File: src/design/rx_fifo_xon_xoff_flow_control_assert.svh
// assertion macros for the receive fifo with xon/xoff flow control
`ifndef RX_FIFO_XON_XOFF_FLOW_CONTROL_ASSERT_SVH
`define RX_FIFO_XON_XOFF_FLOW_CONTROL_ASSERT_SVH

// property that must hold at every clock edge out of reset
`define RXFC_ASSERT_ALWAYS(lbl, prop, msg) \
    lbl: assert property (@(posedge aclk) disable iff (!aresetn) (prop)) else $error(msg);

// consequent must hold in the cycle after the antecedent
`define RXFC_ASSERT_NEXT(lbl, ante, cons, msg) \
    lbl: assert property (@(posedge aclk) disable iff (!aresetn) (ante) |=> (cons)) \
        else $error(msg);

`endif

File: src/design/rxfc_pkg.sv
// shared types and constants for the receive fifo with xon/xoff flow control
package rxfc_pkg;

    // item kinds carried on the input tuser field
    typedef enum logic [1:0] {
        KIND_BYTE = 2'd0,
        KIND_READ = 2'd1,
        KIND_TICK = 2'd2
    } kind_t;

    // configuration register indexes
    localparam int CFG_ADDR_W = 3;
    localparam logic [CFG_ADDR_W-1:0] CFG_HIGH_WM  = 3'd0;
    localparam logic [CFG_ADDR_W-1:0] CFG_LOW_WM   = 3'd1;
    localparam logic [CFG_ADDR_W-1:0] CFG_TIMEOUT  = 3'd2;
    localparam logic [CFG_ADDR_W-1:0] CFG_XON      = 3'd3;
    localparam logic [CFG_ADDR_W-1:0] CFG_XOFF     = 3'd4;

    // field widths
    localparam int CFG_DATA_W = 16;
    localparam int WM_W       = 7;
    localparam int TICK_W     = 16;
    localparam int CHAR_W     = 8;
    localparam int BYTE_W     = 8;
    localparam int KIND_W     = 2;

    // register reset values
    localparam logic [WM_W-1:0]   HIGH_WM_RST = 7'd48;
    localparam logic [WM_W-1:0]   LOW_WM_RST  = 7'd16;
    localparam logic [TICK_W-1:0] TIMEOUT_RST = 16'd6400;
    localparam logic [CHAR_W-1:0] XON_RST     = 8'h11;
    localparam logic [CHAR_W-1:0] XOFF_RST    = 8'h13;

    // default buffer depth
    localparam int DEPTH_DEF = 64;

endpackage

File: src/design/rxfc_ram.sv
// generic single write port ram with registered read
module rxfc_ram #(
    parameter int WIDTH = 8,
    parameter int DEPTH = 64
) (
    input  logic                     aclk,
    input  logic                     we,
    input  logic [$clog2(DEPTH)-1:0] waddr,
    input  logic [WIDTH-1:0]         wdata,
    input  logic                     re,
    input  logic [$clog2(DEPTH)-1:0] raddr,
    output logic [WIDTH-1:0]         rdata
);

    logic [WIDTH-1:0] mem [DEPTH];
    logic [WIDTH-1:0] rdata_reg;

    // write port
    always_ff @(posedge aclk) begin
        if (we) begin
            mem[waddr] <= wdata;
        end
    end

    // registered read, holds when not enabled
    always_ff @(posedge aclk) begin
        if (re) begin
            rdata_reg <= mem[raddr];
        end
    end

    assign rdata = rdata_reg;

endmodule

File: src/design/rx_fifo_xon_xoff_flow_control.sv
// receive ring buffer with xon/xoff flow control and idle timeout
// the result is valid on m_tvalid in the cycle after the input is accepted
// throughput: one item per cycle while m_tready is high, set by the single
// result register; the ram's registered read holds the read data of a popped byte
// reset: synchronous active-low aresetn clears pointers, count, flags and
// output valid, loads register defaults, holds s_tready low; byte store kept
module rx_fifo_xon_xoff_flow_control
    import rxfc_pkg::*;
#(
    parameter int DEPTH = DEPTH_DEF,
    localparam int PTR_W = $clog2(DEPTH),
    localparam int CNT_W = $clog2(DEPTH + 1),
    localparam int OUT_BITS = 21 + CNT_W,
    localparam int M_W = ((OUT_BITS + 7) / 8) * 8
) (
    input  logic                  aclk,
    input  logic                  aresetn,
    // configuration write port
    input  logic                  cfg_we,
    input  logic [CFG_ADDR_W-1:0] cfg_addr,
    input  logic [CFG_DATA_W-1:0] cfg_wdata,
    // input channel
    input  logic                  s_tvalid,
    output logic                  s_tready,
    input  logic [BYTE_W-1:0]     s_tdata,  // rx_byte
    input  logic [KIND_W-1:0]     s_tuser,  // kind
    // result channel
    output logic                  m_tvalid,
    input  logic                  m_tready,
    // read_byte, read_ok, empty_read, overrun, fill_level, flow_send,
    // flow_byte, timed_out, zero pad
    output logic [M_W-1:0]        m_tdata
);

    localparam int CMP_W = (CNT_W > WM_W) ? CNT_W : WM_W;

    // configuration registers
    logic [WM_W-1:0]   high_wm_reg;
    logic [WM_W-1:0]   low_wm_reg;
    logic [TICK_W-1:0] timeout_ticks_reg;
    logic [CHAR_W-1:0] xon_char_reg;
    logic [CHAR_W-1:0] xoff_char_reg;

    // buffer and flow state
    logic [PTR_W-1:0]  wr_ptr_reg, wr_ptr_next;
    logic [PTR_W-1:0]  rd_ptr_reg, rd_ptr_next;
    logic [CNT_W-1:0]  cnt_reg, cnt_next;
    logic              sender_en_reg, sender_en_next;
    logic [TICK_W-1:0] to_cnt_reg, to_cnt_next;
    logic              to_flag_reg, to_flag_next;

    // result register
    logic              m_valid_reg;
    logic              m_rd_ok_reg, rd_ok_next;
    logic              m_empty_reg, empty_next;
    logic              m_ovr_reg, ovr_next;
    logic [CNT_W-1:0]  m_fill_reg;
    logic              m_send_reg, send_next;
    logic [CHAR_W-1:0] m_fbyte_reg, fbyte_next;
    logic              m_to_reg;

    logic              s_accept;
    logic              ram_we, ram_re;
    logic [BYTE_W-1:0] ram_rdata;
    logic [BYTE_W-1:0] read_byte;
    kind_t             kind;

    assign s_tready = aresetn && (!m_valid_reg || m_tready);
    assign s_accept = s_tvalid && s_tready;
    assign kind     = kind_t'(s_tuser);

    // configuration writes, out-of-range indexes ignored
    always_ff @(posedge aclk) begin
        if (!aresetn) begin
            high_wm_reg       <= HIGH_WM_RST;
            low_wm_reg        <= LOW_WM_RST;
            timeout_ticks_reg <= TIMEOUT_RST;
            xon_char_reg      <= XON_RST;
            xoff_char_reg     <= XOFF_RST;
        end else if (cfg_we) begin
            unique case (cfg_addr)
                CFG_HIGH_WM: high_wm_reg       <= cfg_wdata[WM_W-1:0];
                CFG_LOW_WM:  low_wm_reg        <= cfg_wdata[WM_W-1:0];
                CFG_TIMEOUT: timeout_ticks_reg <= cfg_wdata[TICK_W-1:0];
                CFG_XON:     xon_char_reg      <= cfg_wdata[CHAR_W-1:0];
                CFG_XOFF:    xoff_char_reg     <= cfg_wdata[CHAR_W-1:0];
                default: ;
            endcase
        end
    end

    // per-item update of pointers, count and timeout
    always_comb begin
        wr_ptr_next = wr_ptr_reg;
        rd_ptr_next = rd_ptr_reg;
        cnt_next    = cnt_reg;
        to_cnt_next = to_cnt_reg;
        to_flag_next = to_flag_reg;
        rd_ok_next  = 1'b0;
        empty_next  = 1'b0;
        ovr_next    = 1'b0;
        ram_we      = 1'b0;
        ram_re      = 1'b0;
        unique case (kind)
            KIND_BYTE: begin
                to_cnt_next  = timeout_ticks_reg;
                to_flag_next = 1'b0;
                if (cnt_reg == CNT_W'(DEPTH)) begin
                    ovr_next = 1'b1;
                end else begin
                    ram_we      = s_accept;
                    wr_ptr_next = (wr_ptr_reg == PTR_W'(DEPTH - 1)) ? '0 : wr_ptr_reg + 1'b1;
                    cnt_next    = cnt_reg + 1'b1;
                end
            end
            KIND_READ: begin
                if (cnt_reg == '0) begin
                    empty_next = 1'b1;
                end else begin
                    ram_re      = s_accept;
                    rd_ok_next  = 1'b1;
                    rd_ptr_next = (rd_ptr_reg == PTR_W'(DEPTH - 1)) ? '0 : rd_ptr_reg + 1'b1;
                    cnt_next    = cnt_reg - 1'b1;
                end
            end
            KIND_TICK: begin
                if (to_cnt_reg != '0) begin
                    to_cnt_next = to_cnt_reg - 1'b1;
                end
                if (to_cnt_next == '0) begin
                    to_flag_next = 1'b1;
                end
            end
            default: ;
        endcase
    end

    // watermark checks, xoff first then xon
    always_comb begin
        sender_en_next = sender_en_reg;
        send_next      = 1'b0;
        fbyte_next     = '0;
        if ((CMP_W'(cnt_next) >= CMP_W'(high_wm_reg)) && sender_en_next) begin
            sender_en_next = 1'b0;
            send_next      = 1'b1;
            fbyte_next     = xoff_char_reg;
        end
        if ((CMP_W'(cnt_next) <= CMP_W'(low_wm_reg)) && !sender_en_next) begin
            sender_en_next = 1'b1;
            send_next      = 1'b1;
            fbyte_next     = xon_char_reg;
        end
    end

    // state registers
    always_ff @(posedge aclk) begin
        if (!aresetn) begin
            wr_ptr_reg    <= '0;
            rd_ptr_reg    <= '0;
            cnt_reg       <= '0;
            sender_en_reg <= 1'b0;
            to_cnt_reg    <= TIMEOUT_RST;
            to_flag_reg   <= 1'b0;
        end else if (s_accept) begin
            wr_ptr_reg    <= wr_ptr_next;
            rd_ptr_reg    <= rd_ptr_next;
            cnt_reg       <= cnt_next;
            sender_en_reg <= sender_en_next;
            to_cnt_reg    <= to_cnt_next;
            to_flag_reg   <= to_flag_next;
        end
    end

    // result valid
    always_ff @(posedge aclk) begin
        if (!aresetn) begin
            m_valid_reg <= 1'b0;
        end else if (s_accept) begin
            m_valid_reg <= 1'b1;
        end else if (m_tready) begin
            m_valid_reg <= 1'b0;
        end
    end

    // result payload
    always_ff @(posedge aclk) begin
        if (s_accept) begin
            m_rd_ok_reg <= rd_ok_next;
            m_empty_reg <= empty_next;
            m_ovr_reg   <= ovr_next;
            m_fill_reg  <= cnt_next;
            m_send_reg  <= send_next;
            m_fbyte_reg <= fbyte_next;
            m_to_reg    <= to_flag_next;
        end
    end

    // byte store, read data lands with the item's result
    rxfc_ram #(
        .WIDTH (BYTE_W),
        .DEPTH (DEPTH)
    ) u_ram (
        .aclk  (aclk),
        .we    (ram_we),
        .waddr (wr_ptr_reg),
        .wdata (s_tdata),
        .re    (ram_re),
        .raddr (rd_ptr_reg),
        .rdata (ram_rdata)
    );

    assign read_byte = m_rd_ok_reg ? ram_rdata : '0;
    assign m_tvalid  = m_valid_reg;
    assign m_tdata   = {{(M_W - OUT_BITS){1'b0}}, m_to_reg, m_fbyte_reg, m_send_reg,
                        m_fill_reg, m_ovr_reg, m_empty_reg, m_rd_ok_reg, read_byte};

`include "rx_fifo_xon_xoff_flow_control_assert.svh"

    // checks on the buffer and flow state
    `RXFC_ASSERT_ALWAYS(a_cnt_max, cnt_reg <= CNT_W'(DEPTH), "fill count above depth")
    `RXFC_ASSERT_ALWAYS(a_rd_excl, !(m_rd_ok_reg && m_empty_reg && m_valid_reg), "rd and empty")
    `RXFC_ASSERT_ALWAYS(a_to_zero, !to_flag_reg || (to_cnt_reg == '0), "timeout flag with nonzero count")
    `RXFC_ASSERT_NEXT(a_flow_hold, s_accept && !send_next, sender_en_reg == $past(sender_en_reg), "flow moved")

endmodule

File: config.mk
export PLATFORM = sky130hd
export DESIGN_NAME = rx_fifo_xon_xoff_flow_control
export DESIGN_NICKNAME = d
export VERILOG_FILES = /design/src/design/rxfc_pkg.sv /design/src/design/rxfc_ram.sv /design/src/design/rx_fifo_xon_xoff_flow_control.sv
export VERILOG_INCLUDE_DIRS = /design/src /design/src/design
export SDC_FILE = /design/constraint.sdc
export NUM_CORES = 1
export LEC_CHECK = 0
export ABC_CLOCK_PERIOD_IN_PS = 10640
export BUFFER_PORTS_ARGS = -buffer_cell sky130_fd_sc_hd__buf_2
export CAP_MARGIN = 20
export CORE_MARGIN = 2
export CORE_UTILIZATION = 55
export CTS_CLUSTER_SIZE = 10
export DETAILED_ROUTE_END_ITERATION = 7
export HOLD_SLACK_MARGIN = 0.15
export MAX_ROUTING_LAYER = met4
export PLACE_DENSITY = 0.72
export SLEW_MARGIN = 20
export SYNTH_ARGS = -nofsm -noshare
export SYNTH_HDL_FRONTEND = slang
export SYNTH_SLANG_ARGS = --single-unit
File: constraint.sdc
create_clock -name aclk -period 10.64 [get_ports aclk]
set_input_delay 1.064 -clock aclk [delete_from_list [all_inputs] [get_ports aclk]]
set_output_delay 1.064 -clock aclk [all_outputs]
set_load 0.01 [all_outputs]
==> results of run 1 <==
-- how the worst max path moves through the flow --
stage,from,to,slack (ns),depth (start not counted)
after floorplan,s_tuser[1],m_fbyte_reg[0]$_DFFE_PP_,6.69,12
after global placement,aresetn,u_ram.mem[53][1]$_DFFE_PP_,5.34,9
after detailed placement,aresetn,u_ram.mem[17][7]$_DFFE_PP_,5.25,9
after CTS,aresetn,u_ram.mem[53][2]$_DFFE_PP_,5.89,9
after global routing,aresetn,u_ram.mem[17][1]$_DFFE_PP_,5.79,10
final,aresetn,u_ram.mem[51][7]$_DFFE_PP_,6.03,10
-- final cells by class --
cell class                      instances  area [um2]  share of cell area
Inverter                               27         101             0.00359
Tap cell                              600         751              0.0266
Clock buffer                          109        2030              0.0720
Antenna cell                            2        5.00            0.000177
Sequential cell                       624       17900               0.634
Clock inverter                          6        78.8             0.00279
Multi-Input combinational cell        711        6950               0.246
Timing Repair Buffer                   72         422              0.0149
-- stage by stage --
step	util	instances
4_1_cts	0.622	2148
6_report	0.622	2151
3_5_place_dp	0.575	2033
3_3_place_gp	0.575	2033
5_1_grt	0.622	2151
2_1_floorplan	-	1457
-- metal layers --
metal | GRT usage | up-vias | part of all wire
met5 | - | - | 0
met4 | 0.0703 | 0 | 0.023
met3 | 0.0401 | 95 | 0.074
met2 | 0.416 | 720 | 0.50
met1 | 0.357 | 7045 | 0.40
li1 | - | 5833 | -
-- logic make-up (layout without fill, tap and decap cells) --
group                    Yosys count  in the layout  share of synthesized area
multiplexers                     176            176                      0.153
other                              1              6                   0.000148
adder cells (fa/ha/maj)           20             20                    0.00988
XOR/XNOR                          17             17                    0.00588
AO/OA/AOI/OAI                    145            145                     0.0402
AND/OR/NAND/NOR                  349            349                     0.0652
buffers and inverters            122            214                     0.0195
flip-flops                       624            624                      0.707
-- worst max-delay path: stages --
cell	delay [ns]
buf_2	0.08
buf_4	0.59
and2_1	0.24
nand2_1	0.28
clkinv_1	0.35
buf_16	0.21
and2_1	0.46
nor2b_1	0.43
nand3_1	0.43
nor2_1	0.67
-- power by group through the flow --
stage	sequential (uW)	combinational, uW	clock (uW)
after CTS	2690	212	2280
after floorplan	2740	127	0
after global placement	2740	207	0
after global routing	2690	233	2370
final	2690	211	2250
after detailed placement	2740	211	0
-- cells in the final DEF (no fill, tap or decap), types with 3 or more instances in the layout --
master,n
a21boi_0,33
a21o_1,9
a21oi_1,26
a221oi_1,3
a22o_1,8
a31oi_1,8
and2_1,14
and3_1,13
buf_2,57
buf_4,13
clkbuf_1,31
clkbuf_16,75
clkbuf_8,3
conb_1,4
dfxtp_1,81
edfxtp_1,540
ha_1,20
inv_1,26
inv_16,3
mux2i_1,8
mux4_2,168
nand2_1,120
nand2b_1,6
nand3_1,27
nand3b_1,5
nand4_1,4
nor2_1,98
nor2b_1,20
nor3_1,14
nor3b_1,4
nor4_1,5
o211ai_1,6
o21ai_0,21
o221a_2,4
o221ai_1,3
o22ai_1,4
or3b_2,3
or4_1,3
xnor2_1,12
xor2_1,5
==> impl_metrics.yaml, run 1 <==
drt:
  ant_nets: 0
  dr.pass1.iters: 7
  dr.first_iter.drc_count: 1746
  drt_wl_total_mm: 58.3
  wl_per_cell_um: 27.1
  post-route-drc-count: 0
  vias_per_cell: 6.37
  via_count: 13700
synthesis:
  synth_area_per_cell_um2: 17.4
  synth_common_cells: "edfxtp_1 (540), mux4_2 (168), nand2_1 (120)"
  async_flop_share: 0
  ys_seq_area_frac: 0.707
  yosysTopAreaCell: "edfxtp_1"
  synthMostInstantiatedCell: "edfxtp_1"
  ys_warn_count: 0
  syn_area_um2: 25300
  ys_types: 65
  synth-edff-count: 540
  ys_seq_elements: 624
  synthCells: 1454
  synth_top_area_share: 0.640
  synth_top_flop_cell: "edfxtp_1"
  synth_area_leaders: "edfxtp_1 (64%), mux4_2 (15%), dfxtp_1 (6.6%), nand2_1 (1.8%), nor2_1 (1.5%)"
global_route:
  grt_max_degree: 83
  grt_pass1_vias: 13400
  antenna_found_initial: 2
  grt_usage: 0.261
  grt_first_pass_wirelength_mm: 88.0
  overflow: 0
timing:
  finalMaxSlewViolations: 0
  hold_slack_ns: 0.461
  setup_viol: 0
  final.setup_skew_ns: 0.0170
  period_needed_ns: 4.61
  tightest_slew_ns: 1.01
  post-route-period-util: 0.433
  fin_tns_setup_ns: 0
  fin_ws_ns: 6.03
  maxSlewHeadroom: 0.325
  fmax_ghz: 0.217
  rsz0062_at_grt: "false"
  hold_viol: 0
die:
  die_w_um: 219
  core_um2: 45400
  die_y_um: 219
  io_pins: 68
  row_count: 78
  dieArea_um2: 47800
  start_util: 0.558
power:
  p_seq_frac: 0.523
  power_switching_uw: 1080
  p_clk_frac: 0.436
  p_total_uw: 5150
  powerDensity_nw_per_um2: 182
  comb_power_share: 0.041
  leakagePower_uw: 0.00893
  vdd.ir_drop.worst_uv: 164
  switching_share: 0.211
  power.internal_uw: 4070
clocking:
  ctsResizeCount: 0
  cts_root_buffer: "clkbuf_16"
  hold_buffers: 0
  clk_pin_slew_ns: 0.05
  cts_setup_buffers: 0
  cts_tree: "yes"
  htree_levels: 3
  clk_latency_ns: 0.61
  cts_sinks: 624
  cts_max_path_buffers: 3
  cts_buffers: 73
critical_path:
  endpoint_kind: "register"
  reg2reg_depth: 13
  crit_path_start_kind: "input pin"
  crit_arrival_ns: 4.83
  critPathKind: "input pin to register"
  reg2reg_to: "m_fbyte_reg[2]$_DFFE_PP_"
  cp_max_fo: 82
  reg2reg_from: "cnt_reg[1]$_SDFFE_PN0P_"
  required_ns: 10.86
  rrSetupSlack_ns: 6.26
place:
  io_buffers: 63
  place.gp.congestion: 0.860
  dp_hpwl_mm: 34.8
  post-place-ws_ns: 5.25
  placed_area_um2: 26100
min_path:
  min_path_type: "register to register"
  min_from: "timeout_ticks_reg[5]$_SDFFE_PN0P_"
  whs_path_depth: 2
  min_to: "timeout_ticks_reg[5]$_SDFFE_PN0P_"
flow_run:
  cap_violations: 0
status:
  status: "finished clean"
finish:
  nNetsFinal: 1563
  areaGrowthSynthToFinish_pct: 11.5
  fill_cells: 3161
  largest_register_ffs: 512
  drive_gt1_frac: 0.221
  stdcell_area_um2: 28200
Power figures use the tool's default switching activity.
==> run 2: changes to the inputs <==
--- a/config.mk
+++ b/config.mk
@@ -6,7 +6,7 @@
 export SDC_FILE = /design/constraint.sdc
 export NUM_CORES = 1
 export LEC_CHECK = 0
-export ABC_CLOCK_PERIOD_IN_PS = 10640
+export ABC_CLOCK_PERIOD_IN_PS = 4650
 export BUFFER_PORTS_ARGS = -buffer_cell sky130_fd_sc_hd__buf_2
 export CAP_MARGIN = 20
 export CORE_MARGIN = 2
==> constraint.sdc (replaced) <==
create_clock -name aclk -period 4.65 [get_ports aclk]
set_input_delay 0.465 -clock aclk [delete_from_list [all_inputs] [get_ports aclk]]
set_output_delay 0.465 -clock aclk [all_outputs]
set_load 0.01 [all_outputs]
==> run 2 against run 1 <==
Effect of this change:
- register-to-register slack worse by 5.7 ns
- core utilization up 0.31 points
- via count down 2.6%
- worst hold slack worse by 0.28 ns
- worst setup slack worse by 5.4 ns
- sequential share of layout area down 0.31 points
- clock power up 120%
- sequential power up 130%
- critical path depth up 3
- die area unchanged
- cell area up 0.50%
- critical path type is now register to register
- total power up 130%
==> impl_metrics.yaml, run 2 (synthesized netlist as in run 1, its figures left out) <==
finish:
  stdcell_area_um2: 28400
  final_cell_mix: "edfxtp_1 (540), mux4_2 (168), nand2_1 (120)"
  stdcell_count: 2164
  final_common_cell: "edfxtp_1"
  nNetsFinal: 1584
  areaGrowthSynthToFinish_pct: 12.1
  antennaDiodeCount: 0
  largest_register_ffs: 512
  drive_gt1_frac: 0.224
timing:
  setup_viol: 0
  maxSlewHeadroom: 0.346
  fmax_ghz: 0.247
  finalMaxSlewViolations: 0
  final.setup_skew_ns: 0.0268
  period_needed_ns: 4.05
  fin_tns_setup_ns: 0
  hold_viol: 0
  rsz0062_at_grt: "false"
  post-route-period-util: 0.871
  tightest_slew_ns: 0.981
place:
  placed_area_um2: 26200
  io_buffers: 63
  dp_hpwl_mm: 33.0
  place.gp.congestion: 0.888
  placed_cells: 2044
critical_path:
  crit_path_start_kind: "register"
  reg2reg_depth: 13
  reg2reg_to: "m_fbyte_reg[4]$_DFFE_PP_"
  rrSetupSlack_ns: 0.60
  endpoint_kind: "register"
  critPathKind: "register to register"
  cp_max_fo: 8
  required_ns: 5.11
  reg2reg_from: "cnt_reg[1]$_SDFFE_PN0P_"
  critPathLaunch: "cnt_reg[1]$_SDFFE_PN0P_"
  crit_arrival_ns: 4.51
drt:
  vias_per_cell: 6.17
  post-route-drc-count: 0
  ant_nets: 0
  dr.first_iter.drc_count: 1358
  dr.pass1.iters: 5
  via_count: 13300
  wl_per_cell_um: 25.7
  drt_wl_total_mm: 55.6
die:
  row_count: 78
  die_y_um: 219
  start_util: 0.558
  core_um2: 45400
  io_pins: 68
  die_w_um: 219
  dieArea_um2: 47800
min_path:
  min_to: "high_wm_reg[0]$_SDFFE_PN0P_"
  whs_path_depth: 3
  min_path_type: "input pin to register"
  min_from: "cfg_wdata[0]"
global_route:
  overflow: 0
  grt_first_pass_wirelength_mm: 83.6
  grt_max_degree: 82
  grt_usage: 0.247
  grt_pass1_vias: 13200
  antenna_found_initial: 0
clocking:
  cts_tree: "yes"
  cts_sinks: 624
  cts_buffers: 73
  cts_setup_buffers: 0
  cts_root_buffer: "clkbuf_16"
  clk_latency_ns: 0.61
  htree_levels: 3
  clk_pin_slew_ns: 0.06
  cts_max_path_buffers: 3
power:
  leakagePower_uw: 0.00899
  power_switching_uw: 2440
  switching_share: 0.210
  p_clk_frac: 0.429
  powerDensity_nw_per_um2: 410
  vdd.ir_drop.worst_uv: 465
  power.internal_uw: 9200
  p_seq_frac: 0.529
  comb_power_share: 0.042
status:
  status: "finished clean"
flow_run:
  cap_violations: 0
==> run 2: changes by cell type in the layout (fill, tap and decap cells not counted), sizes merged <==
cell and delta:
dlygate4sd3 +11, buf +10, clkbuf -7, diode -2, clkinv +1, clkinvlp +1, inv -1
==> run 2: power groups by stage <==
stage	clock network, uW	registers [uW]	logic (uW)
6_report	5000	6160	486
5_1_grt	5280	6160	535
4_1_cts	5080	6160	485
3_5_place_dp	0	6270	474
3_3_place_gp	0	6270	462
2_1_floorplan	0	6260	290
==> run 2: repair_timing <==
action | CTS | global route
hold buffers | 11 | 0
endpoints found under the hold margin | 10 | 0
gates resized for setup | 0 | 2
setup endpoints to repair | 0 | 8
==> run 2: how the worst max path moves through the flow <==
stage                                     endpoint  cells after the start
final                     m_fbyte_reg[4]$_DFFE_PP_                     13
after global routing      m_fbyte_reg[4]$_DFFE_PP_                     13
after CTS                 m_fbyte_reg[4]$_DFFE_PP_                     13
after detailed placement  m_fbyte_reg[4]$_DFFE_PP_                     13
after global placement    m_fbyte_reg[4]$_DFFE_PP_                     13
after floorplan           m_fbyte_reg[0]$_DFFE_PP_                     13
==> run 2: per-stage QoR <==
step	utilization	total power [uW]	setup slack (ns)	hold WS, ns
6_report	0.625	11600	0.599	0.185
5_1_grt	0.625	12000	0.170	0.197
4_1_cts	0.625	11700	0.265	0.160
3_5_place_dp	0.578	6750	0.312	0.459
3_3_place_gp	0.578	6740	0.498	0.451
2_1_floorplan	-	6550	1.16	0.435
==> run 2: metal layers <==
metal / global-route usage / part of all wire / vias up
li1: - / - / 5866
met1: 0.330 / 0.40 / 6844
met2: 0.397 / 0.51 / 549
met3: 0.0451 / 0.072 / 83
met4: 0.0646 / 0.020 / 0
met5: - / 0 / -
==> run 2: cell type report <==
class	instances	area [um2]
well taps	600	751
flip-flops and latches	624	17900
multi-input cells	711	6950
repair buffers	93	628
inverters	27	101
clock inverters	7	96.3
clock buffers	102	1950
fillers	3183	17000
==> run 2: critical path, stage by stage (launching register included) <==
cell	delay, ns
dfxtp_1	0.37
inv_1	0.10
ha_1	0.18
nor3b_1	0.53
a21oi_1	0.36
a221o_1	0.41
nand2_1	0.06
o21ai_0	0.20
ha_1	0.37
and4_1	0.24
a221oi_1	0.11
a41o_1	0.24
nor3b_2	0.50
a22o_1	0.24
==> run 3: changes to the inputs <==
--- a/config.mk
+++ b/config.mk
@@ -11,6 +11,7 @@
 export CAP_MARGIN = 20
 export CORE_MARGIN = 2
 export CORE_UTILIZATION = 55
+export CTS_BUF_LIST = sky130_fd_sc_hd__clkbuf_4 sky130_fd_sc_hd__clkbuf_8
 export CTS_CLUSTER_SIZE = 10
 export DETAILED_ROUTE_END_ITERATION = 7
 export HOLD_SLACK_MARGIN = 0.15
==> run 3 against run 2 <==
Effect of this change:
- clock-buffer cell count increased by 39
- sequential share of layout area increased by 0.20 points
- wire length is 1.9% lower
- non-clock buffer count increased by 7
- die area unchanged
==> impl_metrics.yaml, run 3 (synthesized netlist as in run 1, its figures left out) <==
die:
  core_um2: 45400
  io_pins: 68
  row_count: 78
  start_util: 0.558
  die_w_um: 219
  die_y_um: 219
  dieArea_um2: 47800
clocking:
  cts_max_path_buffers: 3
  clk_latency_ns: 0.68
  cts_root_buffer: "clkbuf_8"
  clk_pin_slew_ns: 0.06
  cts_tree: "yes"
  htree_levels: 3
  cts_buffers: 95
  cts_sinks: 624
timing:
  rsz0062_at_grt: "false"
  fin_ws_ns: 0.448
  fin_tns_setup_ns: 0
  hold_viol: 0
  post-route-period-util: 0.904
  final.setup_skew_ns: 0.0238
  maxSlewHeadroom: 0.334
  fmax_ghz: 0.238
  setup_viol: 0
  period_needed_ns: 4.20
  tightest_slew_ns: 0.998
  finalMaxSlewViolations: 0
place:
  dp_hpwl_mm: 33.0
  post-place-ws_ns: 0.312
  placed_cells: 2044
  place.gp.congestion: 0.888
  io_buffers: 63
  placed_area_um2: 26200
critical_path:
  crit_path_start_kind: "register"
  crit_arrival_ns: 4.73
  endpoint_kind: "register"
  critPathKind: "register to register"
  required_ns: 5.18
  cp_max_fo: 8
global_route:
  grt_usage: 0.242
  overflow: 0
  grt_pass1_vias: 13300
  antenna_found_initial: 2
  grt_max_degree: 82
  grt_first_pass_wirelength_mm: 82.4
finish:
  stdcell_count: 2239
  drive_gt1_frac: 0.261
  areaGrowthSynthToFinish_pct: 11.7
  final_common_cell: "edfxtp_1"
  fill_cells: 3193
  final_core_util: 0.623
  nNetsFinal: 1613
  register_area_um2: 17900
  stdcell_area_um2: 28300
  final_cell_mix: "edfxtp_1 (540), mux4_2 (168), nand2_1 (120)"
  multi_input_area_um2: 6950
  largest_register_ffs: 512
power:
  comb_power_share: 0.044
  p_clk_frac: 0.399
  power.internal_uw: 8650
  vdd.ir_drop.worst_uv: 413
  switching_share: 0.217
  leakagePower_uw: 0.00905
  power_switching_uw: 2400
  p_seq_frac: 0.557
  powerDensity_nw_per_um2: 391
min_path:
  min_path_type: "input pin to register"
drt:
  drt_wl_total_mm: 54.5
  dr.first_iter.drc_count: 1339
  via_count: 13500
  post-route-drc-count: 0
  ant_nets: 0
  wl_per_cell_um: 24.4
  dr.pass1.iters: 7
  vias_per_cell: 6.05
status:
  status: "finished clean"
flow_run:
  cap_violations: 0
run 3: cell count changes in the layout (fill, tap and decap cells not counted), sizes merged:
cell and change:
diode +2, clkinv +25, dlygate4sd3 +7, inv +2
clkbuf +39
run 3: final timing paths:
path,cells past startpoint,slack (ns),start,to
max reg2reg,13,0.45,cnt_reg[1]$_SDFFE_PN0P_,m_fbyte_reg[4]$_DFFE_PP_
min,1,0.28,s_tdata[7],u_ram.mem[53][7]$_DFFE_PP_
max,13,0.45,cnt_reg[1]$_SDFFE_PN0P_,m_fbyte_reg[4]$_DFFE_PP_
min reg2reg,2,0.46,xon_char_reg[2]$_SDFFE_PN0P_,xon_char_reg[2]$_SDFFE_PN0P_
run 3: worst max-delay path, cell delays in order, from the launching register on:
cell and delay [ns]:
dfxtp_1 0.37, inv_1 0.10, ha_1 0.18, nor3b_1 0.52, a21oi_1 0.35, a221o_1 0.41
nand2_1 0.06, o21ai_0 0.20, ha_1 0.36, and4_1 0.23, a221oi_1 0.36, a41oi_1 0.11
a21oi_1 0.58, a22o_1 0.23
run 3: per-layer routing:
| layer | vias to the layer above | GRT usage | share of wire |
|---|---|---|---|
| li1 | 5965 | - | - |
| met1 | 6918 | 0.325 | 0.41 |
| met2 | 579 | 0.389 | 0.50 |
| met3 | 83 | 0.0433 | 0.071 |
| met4 | 0 | 0.0601 | 0.017 |
| met5 | - | - | 0 |
run 3: layout make-up:
cell class / instances / area share
Sequential cell: 624 / 0.633
Multi-Input combinational cell: 711 / 0.246
Clock buffer: 141 / 0.0597
Tap cell: 600 / 0.0265
Timing Repair Buffer: 100 / 0.0247
Clock inverter: 34 / 0.00672
Inverter: 27 / 0.00358
Antenna cell: 2 / 0.000177
run 3: through the flow:
step / total power (uW) / hold slack, ns
floorplan: 6550 / 0.435
global placement: 6740 / 0.451
detailed placement: 6750 / 0.459
CTS: 11100 / 0.249
global route: 11400 / 0.261
finish: 11100 / 0.279
run 3: repair_timing:
action / 4_1_cts / 5_1_grt
gates resized for setup: 0 / 1
hold buffers: 18 / 0
setup buffers: 0 / 0
endpoints found under the setup margin: 0 / 8
endpoints found under the hold margin: 41 / 0
run 3: power groups by stage:
stage	clock network (uW)	registers, uW	logic (uW)
CTS	4490	6160	488
detailed placement	0	6270	474
global placement	0	6270	462
global route	4720	6160	537
floorplan	0	6260	290
finish	4410	6160	486
